===== src/hdl/spq_pkg.sv =====
// Shared types and constants of the sorted priority queue.
`timescale 1ns / 1ps
`default_nettype none

package spq_pkg;

  localparam int VALUE_W  = 32;
  localparam int IN_PRI_W = 8;
  localparam int PRI_EXT_W = 16;
  localparam int IN_TDATA_W = VALUE_W + IN_PRI_W;

  localparam logic CMD_INSERT = 1'b0;
  localparam logic CMD_DELETE = 1'b1;

  typedef enum logic [1:0] {
    STAT_DONE    = 2'd0,
    STAT_FULL    = 2'd1,
    STAT_NOMATCH = 2'd2
  } status_t;

  typedef enum logic [1:0] {
    S_IDLE,
    S_COMPACT,
    S_REPORT
  } state_t;

  typedef struct packed {
    logic ins;
    logic mark;
    logic step;
  } cell_ctl_t;

endpackage

`default_nettype wire


===== src/hdl/spq_cell.sv =====
// One queue cell: holds an entry and trades it with its neighbors.
`timescale 1ns / 1ps
`default_nettype none

module spq_cell #(
  parameter int IDX   = 0,
  parameter int CNT_W = 5,
  parameter int PRI_W = 8
) (
  input  wire                    clk,
  input  spq_pkg::cell_ctl_t     ctl,
  input  wire [CNT_W-1:0]        count,
  input  wire [31:0]             new_value,
  input  wire [PRI_W-1:0]        new_pri,
  input  wire                    prev_occ,
  input  wire                    prev_gt,
  input  wire                    prev_keep,
  input  wire [31:0]             prev_value,
  input  wire [PRI_W-1:0]        prev_pri,
  input  wire                    nxt_keep,
  input  wire                    nxt_tally,
  input  wire [31:0]             nxt_value,
  input  wire [PRI_W-1:0]        nxt_pri,
  output logic                   occ,
  output logic                   gt,
  output logic                   keep,
  output logic                   tally,
  output logic                   move,
  output logic [31:0]            value,
  output logic [PRI_W-1:0]       pri
);
  import spq_pkg::*;

  logic take_next;
  logic put_new;
  logic match;

  assign occ       = count > CNT_W'(IDX);
  assign gt        = occ && (pri > new_pri);
  assign match     = value == new_value;
  assign take_next = nxt_keep && !keep;
  assign move      = keep && !prev_keep;
  assign put_new   = !prev_gt && (gt || !occ) && prev_occ;

  always_ff @(posedge clk) begin
    if (ctl.ins) begin
      if (prev_gt) begin
        value <= prev_value;
        pri   <= prev_pri;
      end else if (put_new) begin
        value <= new_value;
        pri   <= new_pri;
      end
    end
    if (ctl.mark) begin
      keep  <= occ && !match;
      tally <= occ && match;
    end
    if (ctl.step) begin
      tally <= nxt_tally;
      if (take_next) begin
        value <= nxt_value;
        pri   <= nxt_pri;
        keep  <= 1'b1;
      end else if (move) begin
        keep  <= 1'b0;
      end
    end
  end

endmodule

`default_nettype wire


===== src/hdl/spq_ctrl.sv =====
// Command sequencer: entry count, removal tally and result status.
`timescale 1ns / 1ps
`default_nettype none

module spq_ctrl #(
  parameter  int DEPTH = 16,
  localparam int CNT_W = $clog2(DEPTH + 1)
) (
  input  wire                  clk,
  input  wire                  rst,
  input  wire                  in_valid,
  input  wire                  in_cmd,
  input  wire                  hold_valid,
  input  wire                  tally0,
  input  wire                  any_move,
  output logic                 tready,
  output spq_pkg::cell_ctl_t   ctl,
  output logic [CNT_W-1:0]     count,
  output logic [CNT_W-1:0]     removed,
  output spq_pkg::status_t     status,
  output logic                 push
);
  import spq_pkg::*;

  state_t           state;
  state_t           state_next;
  logic [CNT_W-1:0] step_cnt;
  logic [CNT_W-1:0] removed_sum;
  logic             accept;
  logic             full;
  logic             last_step;
  logic             done;

  assign full        = count == CNT_W'(DEPTH);
  assign last_step   = step_cnt == CNT_W'(DEPTH - 1);
  assign done        = last_step && !any_move;
  assign removed_sum = removed + CNT_W'(tally0);

  always_comb begin
    state_next = state;
    case (state)
      S_IDLE: begin
        if (in_valid && !hold_valid) begin
          state_next = (in_cmd == CMD_DELETE) ? S_COMPACT : S_REPORT;
        end
      end
      S_COMPACT: begin
        if (done) begin
          state_next = S_REPORT;
        end
      end
      S_REPORT: state_next = S_IDLE;
      default:  state_next = S_IDLE;
    endcase
  end

  always_comb begin
    tready   = (state == S_IDLE) && !hold_valid;
    accept   = in_valid && tready;
    ctl.ins  = accept && (in_cmd == CMD_INSERT) && !full;
    ctl.mark = accept && (in_cmd == CMD_DELETE);
    ctl.step = state == S_COMPACT;
    push     = state == S_REPORT;
  end

  always_ff @(posedge clk) begin
    if (rst) begin
      state <= S_IDLE;
      count <= '0;
    end else begin
      state <= state_next;
      if (ctl.ins) begin
        count <= count + CNT_W'(1);
      end
      if (ctl.step && done) begin
        count <= count - removed_sum;
      end
    end
  end

  always_ff @(posedge clk) begin
    if (accept) begin
      removed  <= '0;
      step_cnt <= '0;
      if (in_cmd == CMD_INSERT) begin
        status <= full ? STAT_FULL : STAT_DONE;
      end
    end
    if (ctl.step) begin
      removed <= removed_sum;
      if (!last_step) begin
        step_cnt <= step_cnt + CNT_W'(1);
      end
      if (done) begin
        status <= (removed_sum == '0) ? STAT_NOMATCH : STAT_DONE;
      end
    end
  end

endmodule

`default_nettype wire


===== src/hdl/sorted_priority_queue_top.sv =====
// Top level of the sorted priority queue: cell chain, sequencer and output buffer.
//
// Holds up to DEPTH entries of a 32-bit value and a PRIORITY_BITS priority in a
// chain of cells kept in ascending priority order, ties in arrival order. One
// command is in work at a time. On an insert every cell compares against the new
// priority and the cells holding a greater one shift up by one in the same cycle,
// then the result is reported. A delete first marks all cells whose value matches,
// then the removal tally walks down the chain one cell per cycle while gaps close
// by one cell per cycle in the same window until the last step sees no move, then
// the result is reported. A two-entry output buffer lets the next command enter
// while one result waits on the master side. No clearing pass after reset.
`timescale 1ns / 1ps
`default_nettype none

module sorted_priority_queue_top #(
  parameter  int DEPTH         = 16,
  parameter  int PRIORITY_BITS = 8,
  localparam int CNT_W         = $clog2(DEPTH + 1),
  localparam int OUT_BITS      = 2 + 2 * CNT_W + 1 + spq_pkg::VALUE_W + spq_pkg::IN_PRI_W,
  localparam int OUT_TDATA_W   = ((OUT_BITS + 7) / 8) * 8
) (
  input  wire                               clk,
  input  wire                               rst,
  input  wire                               s_axis_tvalid,
  output logic                              s_axis_tready,
  // item_value [31:0], item_priority [39:32]
  input  wire [spq_pkg::IN_TDATA_W-1:0]     s_axis_tdata,
  // cmd [0]
  input  wire [0:0]                         s_axis_tuser,
  output logic                              m_axis_tvalid,
  input  wire                               m_axis_tready,
  // status, removed_count, entry_count, head_valid, head_value, head_priority, zero fill
  output logic [OUT_TDATA_W-1:0]            m_axis_tdata
);
  import spq_pkg::*;

  localparam int PRI_W = PRIORITY_BITS;

  cell_ctl_t               ctl;
  logic [CNT_W-1:0]        count;
  logic [CNT_W-1:0]        removed;
  status_t                 status;
  logic                    push;
  logic                    hold_valid;
  logic [OUT_TDATA_W-1:0]  hold_data;
  logic [OUT_TDATA_W-1:0]  res_data;
  logic                    take;

  logic [31:0]             new_value;
  logic [PRI_EXT_W-1:0]    in_pri_ext;
  logic [PRI_W-1:0]        new_pri;
  logic [PRI_EXT_W-1:0]    head_pri_ext;
  logic                    head_valid;
  logic [31:0]             head_value;
  logic [IN_PRI_W-1:0]     head_pri;

  logic [DEPTH-1:0]        occ_w;
  logic [DEPTH-1:0]        gt_w;
  logic [DEPTH-1:0]        keep_w;
  logic [DEPTH-1:0]        tally_w;
  logic [DEPTH-1:0]        move_w;
  logic [31:0]             value_w [DEPTH];
  logic [PRI_W-1:0]        pri_w   [DEPTH];

  logic [DEPTH-1:0]        prev_occ;
  logic [DEPTH-1:0]        prev_gt;
  logic [DEPTH-1:0]        prev_keep;
  logic [31:0]             prev_value [DEPTH];
  logic [PRI_W-1:0]        prev_pri   [DEPTH];
  logic [DEPTH-1:0]        nxt_keep;
  logic [DEPTH-1:0]        nxt_tally;
  logic [31:0]             nxt_value [DEPTH];
  logic [PRI_W-1:0]        nxt_pri   [DEPTH];

  assign new_value  = s_axis_tdata[31:0];
  assign in_pri_ext = PRI_EXT_W'(s_axis_tdata[IN_TDATA_W-1:VALUE_W]);
  assign new_pri    = in_pri_ext[PRI_W-1:0];

  spq_ctrl #(
    .DEPTH (DEPTH)
  ) u_ctrl (
    .clk        (clk),
    .rst        (rst),
    .in_valid   (s_axis_tvalid),
    .in_cmd     (s_axis_tuser[0]),
    .hold_valid (hold_valid),
    .tally0     (tally_w[0]),
    .any_move   (|move_w),
    .tready     (s_axis_tready),
    .ctl        (ctl),
    .count      (count),
    .removed    (removed),
    .status     (status),
    .push       (push)
  );

  for (genvar i = 0; i < DEPTH; i++) begin : g_cell
    if (i == 0) begin : g_first
      assign prev_occ[i]   = 1'b1;
      assign prev_gt[i]    = 1'b0;
      assign prev_keep[i]  = 1'b1;
      assign prev_value[i] = '0;
      assign prev_pri[i]   = '0;
    end else begin : g_mid
      assign prev_occ[i]   = occ_w[i-1];
      assign prev_gt[i]    = gt_w[i-1];
      assign prev_keep[i]  = keep_w[i-1];
      assign prev_value[i] = value_w[i-1];
      assign prev_pri[i]   = pri_w[i-1];
    end
    if (i == DEPTH - 1) begin : g_last
      assign nxt_keep[i]  = 1'b0;
      assign nxt_tally[i] = 1'b0;
      assign nxt_value[i] = '0;
      assign nxt_pri[i]   = '0;
    end else begin : g_inner
      assign nxt_keep[i]  = keep_w[i+1];
      assign nxt_tally[i] = tally_w[i+1];
      assign nxt_value[i] = value_w[i+1];
      assign nxt_pri[i]   = pri_w[i+1];
    end

    spq_cell #(
      .IDX   (i),
      .CNT_W (CNT_W),
      .PRI_W (PRI_W)
    ) u_cell (
      .clk        (clk),
      .ctl        (ctl),
      .count      (count),
      .new_value  (new_value),
      .new_pri    (new_pri),
      .prev_occ   (prev_occ[i]),
      .prev_gt    (prev_gt[i]),
      .prev_keep  (prev_keep[i]),
      .prev_value (prev_value[i]),
      .prev_pri   (prev_pri[i]),
      .nxt_keep   (nxt_keep[i]),
      .nxt_tally  (nxt_tally[i]),
      .nxt_value  (nxt_value[i]),
      .nxt_pri    (nxt_pri[i]),
      .occ        (occ_w[i]),
      .gt         (gt_w[i]),
      .keep       (keep_w[i]),
      .tally      (tally_w[i]),
      .move       (move_w[i]),
      .value      (value_w[i]),
      .pri        (pri_w[i])
    );
  end

  assign head_valid   = count != '0;
  assign head_pri_ext = head_valid ? PRI_EXT_W'(pri_w[0]) : '0;
  assign head_value   = head_valid ? value_w[0] : '0;
  assign head_pri     = head_pri_ext[IN_PRI_W-1:0];
  assign res_data     = OUT_TDATA_W'({head_pri, head_value, head_valid, count, removed,
                                      status});

  assign take = m_axis_tvalid && m_axis_tready;

  always_ff @(posedge clk) begin
    if (rst) begin
      m_axis_tvalid <= 1'b0;
      hold_valid    <= 1'b0;
    end else if (!m_axis_tvalid || take) begin
      if (hold_valid) begin
        m_axis_tvalid <= 1'b1;
        hold_valid    <= push;
      end else begin
        m_axis_tvalid <= push;
      end
    end else if (push) begin
      hold_valid <= 1'b1;
    end
  end

  always_ff @(posedge clk) begin
    if (!m_axis_tvalid || take) begin
      if (hold_valid) begin
        m_axis_tdata <= hold_data;
        hold_data    <= res_data;
      end else begin
        m_axis_tdata <= res_data;
      end
    end else if (push) begin
      hold_data <= res_data;
    end
  end

endmodule

`default_nettype wire


===== config.mk =====
export PLATFORM = sky130hd
export DESIGN_NAME = sorted_priority_queue_top
export DESIGN_NICKNAME = d
export VERILOG_FILES = /design/src/hdl/spq_pkg.sv /design/src/hdl/spq_cell.sv /design/src/hdl/spq_ctrl.sv /design/src/hdl/sorted_priority_queue_top.sv
export SDC_FILE = /design/constraint.sdc
export NUM_CORES = 2
export LEC_CHECK = 0
export ABC_AREA = 1
export ABC_CLOCK_PERIOD_IN_PS = 11600
export BUFFER_PORTS_ARGS = -buffer_cell sky130_fd_sc_hd__buf_2
export CAP_MARGIN = 5
export CELL_PAD_IN_SITES_DETAIL_PLACEMENT = 1
export CELL_PAD_IN_SITES_GLOBAL_PLACEMENT = 1
export CORE_MARGIN = 10
export CORE_UTILIZATION = 40
export DETAILED_ROUTE_END_ITERATION = 6
export PLACE_DENSITY = 0.77
export SETUP_SLACK_MARGIN = 0.1
export SLEW_MARGIN = 30
export SYNTH_ARGS = -nofsm -noshare
export SYNTH_HDL_FRONTEND = slang
export SYNTH_SLANG_ARGS = --single-unit
export TNS_END_PERCENT = 10

===== constraint.sdc =====
create_clock -name clk -period 11.6 [get_ports clk]
set_input_delay 0.58 -clock clk [delete_from_list [all_inputs] [get_ports clk]]
set_output_delay 0.58 -clock clk [all_outputs]
set_load 0.05 [all_outputs]

== After elaboration in Yosys (flattened, before gate mapping) ==
Cells that the tools add are included.
Widths: inputs -> output; s select.

* Register bits: 805
* Bits in latches: 0
* Memory bits (writable): 0
* ROM bits: 0
* Memories kept: 0

* Add/sub/neg operators: 4
* Multiply operators: 0
* Div/mod/pow operators: 0
* Magnitude comparators: 32
* Equality and inequality tests: 23
* Shifts and indexed selects: 0
* Mux-type cells: 271
* Bitwise operators: 1
* Reduce and logical (&&, ||, !) cells: 197

{| class="wikitable"
|+ Operators by type and width
! operator !! number
|-
| $mux 32 || 77
|-
| $mux 8 || 77
|-
| $eq 32x32->1 || 16
|-
| $mux 56 || 3
|-
| $gt 8x8->1 || 16
|-
| $logic_and 1x1->1 || 102
|-
| $mux 1 || 97
|-
| $logic_not 1->1 || 66
|-
| $mux 53 || 1
|-
| $gt 5x4->1 const B || 8
|-
| $mux 5 || 7
|-
| $gt 5x3->1 const B || 4
|-
| $logic_or 1x1->1 || 17
|-
| $mux 2 || 8
|-
| $reduce_or 15->1 || 1
|-
| $add 5x1->5 const B || 2
|-
| $gt 5x1->1 const B || 2
|-
| $gt 5x2->1 const B || 2
|-
| $reduce_bool 2->1 || 5
|-
| $reduce_and 2->1 || 3
|-
| $add 5x1->5 || 1
|-
| $eq 5x4->1 const B || 1
|-
| $eq 5x5->1 const B || 1
|-
| $logic_not 5->1 || 1
|-
| other kinds (9) || 10
|}

== Logic depth before layout (Yosys ltp) ==
* Depth in word-level cells: 10
* Mapped depth: 20

== Hierarchy ==
A second synthesis with hierarchy kept.

* Cells, all modules: 9,880
* Area total of the unflattened synthesis: 69,304.0 sq um

{| class="wikitable"
|+ Modules (own cells, without submodules)
! module !! instances !! cells each !! area an instance (sq um) !! sequential area each (sq um)
|-
| sorted_priority_queue_top || 1 || 400 || 4,554.4 || 3,223.1
|-
| spq_cell (g_cell[15].u_cell) || 1 || 588 || 4,194.0 || 850.8
|-
| spq_cell (g_cell[3].u_cell) || 1 || 589 || 4,174.0 || 850.8
|-
| spq_cell (g_cell[4].u_cell) || 1 || 584 || 4,155.2 || 850.8
|-
| spq_cell (g_cell[1].u_cell) || 1 || 567 || 4,151.5 || 850.8
|-
| spq_cell (g_cell[5].u_cell) || 1 || 586 || 4,136.5 || 850.8
|-
| spq_cell (g_cell[0].u_cell) || 1 || 582 || 4,116.4 || 850.8
|-
| spq_cell (g_cell[2].u_cell) || 1 || 579 || 4,111.4 || 850.8
|-
| spq_cell (g_cell[14].u_cell) || 1 || 589 || 4,095.2 || 850.8
|-
| spq_cell (g_cell[8].u_cell) || 1 || 580 || 4,090.2 || 850.8
|-
| spq_cell (g_cell[9].u_cell) || 1 || 583 || 4,088.9 || 850.8
|-
| spq_cell (g_cell[13].u_cell) || 1 || 587 || 4,083.9 || 850.8
|-
| spq_cell (g_cell[10].u_cell) || 1 || 588 || 3,781.1 || 850.8
|-
| spq_cell (g_cell[6].u_cell) || 1 || 589 || 3,779.9 || 850.8
|-
| +4 rows || - || - || - || -
|}

== Least setup slack after synthesis ==
OpenSTA, ideal clock, no wires.

* Path type: in2reg
* Start point: input port m_axis_tready
* End point: register hold_data[0] (enable)
* Library setup time: 464 ps
* Data arrival time: 4,032 ps
* Required time: 11,136 ps
* Setup slack: 7,103 ps
* Cell stages on the path: 4
* Path buffers: 0
* Path through: nor2_1 -> inv_1 -> nor2_1 -> nor2_1

* Longest elaborated chain between the ends: 4

{| class="wikitable"
|+ RTL lines
! item !! line !! source
|-
| start: declaration || sorted_priority_queue_top.sv:31 || <nowiki>input wire m_axis_tready,</nowiki>
|-
| $logic_and 1x1->1 * || sorted_priority_queue_top.sv:159 || <nowiki>assign take = m_axis_tvalid && m_axis_tready;</nowiki>
|-
| $logic_or 1x1->1 * || sorted_priority_queue_top.sv:178 || <nowiki>if (!m_axis_tvalid || take) begin</nowiki>
|-
| $ne 2x2->1 (no line) or $reduce_bool 2->1 (tied branches) || - ||
|-
| $reduce_and 2->1 (no line) * || - ||
|-
| end signal: assignment || sorted_priority_queue_top.sv:181 || <nowiki>hold_data <= res_data;</nowiki>
|-
| end signal: assignment || sorted_priority_queue_top.sv:186 || <nowiki>hold_data <= res_data;</nowiki>
|-
| end: declaration || sorted_priority_queue_top.sv:45 || <nowiki>logic [OUT_TDATA_W-1:0] hold_data;</nowiki>
|}

Every way passes the cells marked *; elsewhere a longest branch is shown, timed or not.
A chain may end at the register's enable or synchronous reset.

== Worst setup path in the final report ==
* Start point: register u_ctrl.count[2]
* End point: register g_cell[12].u_cell.value[10]

* Longest elaborated chain between the ends: 10

{| class="wikitable"
|+ RTL lines
! item !! line !! source
|-
| start: declaration || spq_ctrl.sv:18 || <nowiki>output logic [CNT_W-1:0] count,</nowiki>
|-
| start signal: assignment || spq_ctrl.sv:73 || <nowiki>count <= count + CNT_W'(1);</nowiki>
|-
| start signal: assignment || spq_ctrl.sv:76 || <nowiki>count <= count - removed_sum;</nowiki>
|-
| $gt 5x4->1 || spq_cell.sv:38 || <nowiki>assign occ = count > CNT_W'(IDX);</nowiki>
|-
| $logic_and 1x1->1 or $logic_not 1->1 (tied branches) || spq_cell.sv:39, spq_cell.sv:43 ||
|-
| $logic_not 1->1 or $logic_or 1x1->1 (tied branches) || spq_cell.sv:43 || <nowiki>assign put_new = !prev_gt && (gt || !occ) && prev_occ;</nowiki>
|-
| $logic_and 1x1->1 (2 in series) || spq_cell.sv:43 ||
|-
| $mux 32 || spq_cell.sv:50 || <nowiki>end else if (put_new) begin</nowiki>
|-
| $mux 32 || spq_cell.sv:47 || <nowiki>if (prev_gt) begin</nowiki>
|-
| $mux 32 * || spq_cell.sv:46 || <nowiki>if (ctl.ins) begin</nowiki>
|-
| $mux 32 || spq_cell.sv:61 || <nowiki>if (take_next) begin</nowiki>
|-
| $mux 32 * || spq_cell.sv:59 || <nowiki>if (ctl.step) begin</nowiki>
|-
| end signal: assignment || spq_cell.sv:48 || <nowiki>value <= prev_value;</nowiki>
|-
| end signal: assignment || spq_cell.sv:51 || <nowiki>value <= new_value;</nowiki>
|-
| end signal: assignment || spq_cell.sv:62 || <nowiki>value <= nxt_value;</nowiki>
|-
| end: declaration || spq_cell.sv:29 || <nowiki>output logic [31:0] value,</nowiki>
|}

Marks and branches as above.

==> flow_summary.json <==
{
  "r2r.worst_path.cells": 16,
  "endpoint": "g_cell[12].u_cell.value[10]$_DFF_P_",
  "first_iter_violations": 4034,
  "clock_tree_from_tritoncts": "yes",
  "part_of_the_yosys_area_used_for_sequential_elements_pct": 30.32,
  "regArea_um2": 17660,
  "htree_levels": 3,
  "timing.setup.critical_path_class": "flip-flop to flip-flop",
  "clkSinkCount": 799,
  "rows": 139,
  "final.period_utilization_pct": 39.72,
  "synthDistinctLibCells": 44,
  "ant_nets": 0,
  "clock_insertion_delay_worst_skew_ns": 0.73,
  "ios": 103,
  "synth.top_cells.by_count": "sky130_fd_sc_hd__nand2_1 (2942), sky130_fd_sc_hd__inv_1 (1328), sky130_fd_sc_hd__nand3_1 (1224)",
  "maximum_number_of_pins_on_one_net_before_global_route_repair": 174,
  "power.ir.vdd_worst_v": 0.0001406,
  "post_synth_inst_count": 9610,
  "cts-root-buf": "sky130_fd_sc_hd__clkbuf_16",
  "synth_edf_count": 166,
  "dp_hpwl_um": 160600,
  "post-synth-top-area-fraction_pct": 21.76,
  "postCtsSetupRepairBufs": 0,
  "worst_setup_path_startpoint": "u_ctrl.count[2]$_SDFFE_PP0P_",
  "worst_pin_slew_ns": 0.9907,
  "synth.ff_latch_count": 799,
  "synth_top_flop_cell": "sky130_fd_sc_hd__dfxtp_1",
  "drt-vias-per-instance": 5.523,
  "synth_top_family_by_area": "simple AND/OR/NAND/NOR gates",
  "reported_max_cap_violation_count": 0,
  "syn2layout_area_growth_pct": 8.434,
  "hold_path_class": "input pin to flip-flop",
  "crit_fanout": 40,
  "die_y_um": 401.5,
  "maxClockFrequency_mhz": 217.0,
  "first_global_vias": 63887,
  "synth_most_common_cell": "sky130_fd_sc_hd__nand2_1",
  "final_util_pct": 43.79,
  "signal_arrival_time_at_the_worst_endpoint_ns": 5.28,
  "grt-ovfl-total": 0,
  "post_drt_wl_per_cell_um": 20.18,
  "leakagePower_nw": 33.01,
  "finalMaxSlewViolations": 0,
  "multi_input_comb_area_um2": 32690,
  "tritoncts_buffer_count": 102,
  "initial_core_utilization_pct": 40.39,
  "power_per_cell_area_nw_per_um2": 224.7,
  "critical_path_required_ns": 12.27,
  "fin_skew_ns": 0.02399,
  "design.core.area_um2": 144200,
  "synth_adder_area_share_pct": 2.935,
  "netlist.top_cell.by_area": "sky130_fd_sc_hd__dfxtp_1",
  "detail_route.first_pass.iterations": 5,
  "critPathLaunchType": "flip-flop",
  "totalWireLength_um": 227400,
  "outcome": "finished, final reports clean",
  "r2r_end": "g_cell[12].u_cell.value[10]$_DFF_P_",
  "netlist_area_um2": 58230,
  "synthesis.yosys.warnings": 0,
  "async_flop_share_pct": 0,
  "regToRegSetupSlack_ns": 6.99,
  "endpoint_kind": "flip-flop",
  "hold_violations_final": 0,
  "place_congestion": 0.8926,
  "wire_length_of_the_first_global_routing_pass_um": 361900,
  "cts_max_path_buffers": 3,
  "final_critical_path_time_including_i_o_delays_and_setup_ns": 4.608,
  "postSynthAreaPerCell_um2": 6.059,
  "place_ws_ns": 6.576,
  "unrepaired_setup_endpoints_after_global_routing": "no",
  "finish.net_count": 9462,
  "floorplan.die_area_um2": 161200,
  "launching_point_of_the_worst_reg2reg_path": "u_ctrl.count[2]$_SDFFE_PP0P_",
  "layout-drive-gt1-share_pct": 6.822,
  "fillerInstances": 19462,
  "synth_mux_area_share_pct": 0,
  "post_cts_resized": 0,
  "timing.setup.tns_ns": 0,
  "num_vias": 62258,
  "chipWidth_um": 401.5,
  "grt_antenna_before_repair": 2,
  "setup_viol_count_final": 0,
  "cts_hold_buffers": 0,
  "placement.io_buffers": 99,
  "track_usage_pct": 27.09,
  "synth_compound_gate_area_share_pct": 9.568,
  "synth_top_cells_by_area": "sky130_fd_sc_hd__dfxtp_1 (22%), sky130_fd_sc_hd__nand2_1 (19%), sky130_fd_sc_hd__nand3_1 (11%)",
  "clkSlewWorstSetupHoldPaths_ns": 0.06,
  "xor_xnor_share_of_the_synthesized_area_pct": 4.242,
  "yosys.area_share.simple_pct": 38.96,
  "drc": 0,
  "timing.slew.headroom_pct": 33.95,
  "fin_ws_ns": 6.992
}
-- through the flow --
step	instances	hold slack (ns)	cell area [µm²]	total power, mW
after floorplan	9612	0.4082	58240	9.077
after global placement	11080	0.4122	59700	10.41
after detailed placement	11080	0.4243	59710	10.79
after CTS	11270	0.06174	63130	14.19
after global routing	11271	0.09037	63140	15.31
final	11272	0.1185	63140	14.19
-- flip-flops by register name, summed over array words and instances, names as in the netlist --
name,flops
u_ctrl.status,2
u_ctrl.removed,5
u_ctrl.step_cnt,5
hold_data,53
g_cell.u_cell.value,512
m_axis_tdata,53
m_axis_tvalid,1
hold_valid,1
u_ctrl.state,2
g_cell.u_cell.keep,16
g_cell.u_cell.tally,16
g_cell.u_cell.pri,128
u_ctrl.count,5
-- cell usage in the layout (no fill, tap or decap), types with 13 or more instances in the layout --
cell type                      n
sky130_fd_sc_hd__a21oi_1     570
sky130_fd_sc_hd__a31oi_1      19
sky130_fd_sc_hd__buf_2        99
sky130_fd_sc_hd__buf_4       153
sky130_fd_sc_hd__clkbuf_1     27
sky130_fd_sc_hd__clkbuf_16   104
sky130_fd_sc_hd__clkbuf_8     14
sky130_fd_sc_hd__clkinv_1     63
sky130_fd_sc_hd__clkinv_2     16
sky130_fd_sc_hd__dfxtp_1     632
sky130_fd_sc_hd__edfxtp_1    166
sky130_fd_sc_hd__ha_1        135
sky130_fd_sc_hd__inv_1      1322
sky130_fd_sc_hd__inv_2        27
sky130_fd_sc_hd__nand2_1    2935
sky130_fd_sc_hd__nand3_1    1214
sky130_fd_sc_hd__nand4_1     403
sky130_fd_sc_hd__nor2_1      406
sky130_fd_sc_hd__nor2_4       13
sky130_fd_sc_hd__nor3_1       90
sky130_fd_sc_hd__o211ai_1     22
sky130_fd_sc_hd__o21ai_0     370
sky130_fd_sc_hd__o21ai_1      32
sky130_fd_sc_hd__o31ai_1      14
sky130_fd_sc_hd__or2_2       136
sky130_fd_sc_hd__xnor2_1     102
sky130_fd_sc_hd__xor2_1      180
-- report_power, final --
group	internal [mW]	switching, mW	total [mW]
Sequential	3.97	1.25	5.22
Combinational	1.97	3.65	5.62
Clock	1.97	1.37	3.35
Total	7.91	6.27	14.2
-- final cells by class --
class	instances	share of cell area, %
multi-input combinational	6718	51.77
sequential	799	27.97
inverter	1404	8.360
clock buffer	145	4.587
tap	1903	3.771
timing repair buffer	256	2.703
clock inverter	45	0.8323
antenna	2	0.007926
-- routing by layer --
metal / wire length [µm] / global-route usage [%] / share of wire (%)
met5: 0 / 0 / 0
met4: 7111 / 8.384 / 3.1
met3: 12010 / 3.036 / 5.3
met2: 105600 / 46.17 / 46
met1: 102700 / 35.63 / 45
-- worst min-delay path by stage --
stage                             startpoint                      endpoint  slack [ns]  depth (start not counted)
floorplan           u_ctrl.status[0]$_DFF_P_        hold_data[0]$_DFFE_PP_        0.41                          0
global placement    u_ctrl.status[0]$_DFF_P_        hold_data[0]$_DFFE_PP_        0.41                          0
detailed placement  u_ctrl.status[0]$_DFF_P_        hold_data[0]$_DFFE_PP_        0.42                          0
CTS                                      rst       hold_valid$_SDFFE_PP0P_        0.06                          2
global route                             rst  u_ctrl.state[1]$_SDFFE_PP0P_        0.09                          2
finish                                   rst  u_ctrl.state[0]$_SDFFE_PP0P_        0.12                          2
-- logic make-up after synthesis --
| group | after synthesis |
|---|---|
| and+or+nand+nor | 5231 |
| buffers and inverters | 2095 |
| AOI/OAI and AO/OA | 1066 |
| DFF | 799 |
| xor gates and xnor gates | 282 |
| adders and majority gates | 136 |
| other | 1 |
-- worst max-delay path, stage by stage (launching register included) --
cell,delay (ns)
sky130_fd_sc_hd__dfxtp_1,0.70
sky130_fd_sc_hd__nand2_2,0.19
sky130_fd_sc_hd__inv_2,0.10
sky130_fd_sc_hd__nor2_2,0.09
sky130_fd_sc_hd__inv_2,0.63
sky130_fd_sc_hd__nand2_2,0.20
sky130_fd_sc_hd__inv_2,0.71
sky130_fd_sc_hd__nand2_1,0.24
sky130_fd_sc_hd__nand2_1,0.17
sky130_fd_sc_hd__nand2_1,0.08
sky130_fd_sc_hd__buf_4,0.30
sky130_fd_sc_hd__nand2_1,0.34
sky130_fd_sc_hd__buf_4,0.43
sky130_fd_sc_hd__nand2_1,0.10
sky130_fd_sc_hd__nand3_1,0.11
sky130_fd_sc_hd__nand2_1,0.07
sky130_fd_sc_hd__inv_1,0.05
(Power assumes the default switching activity.)
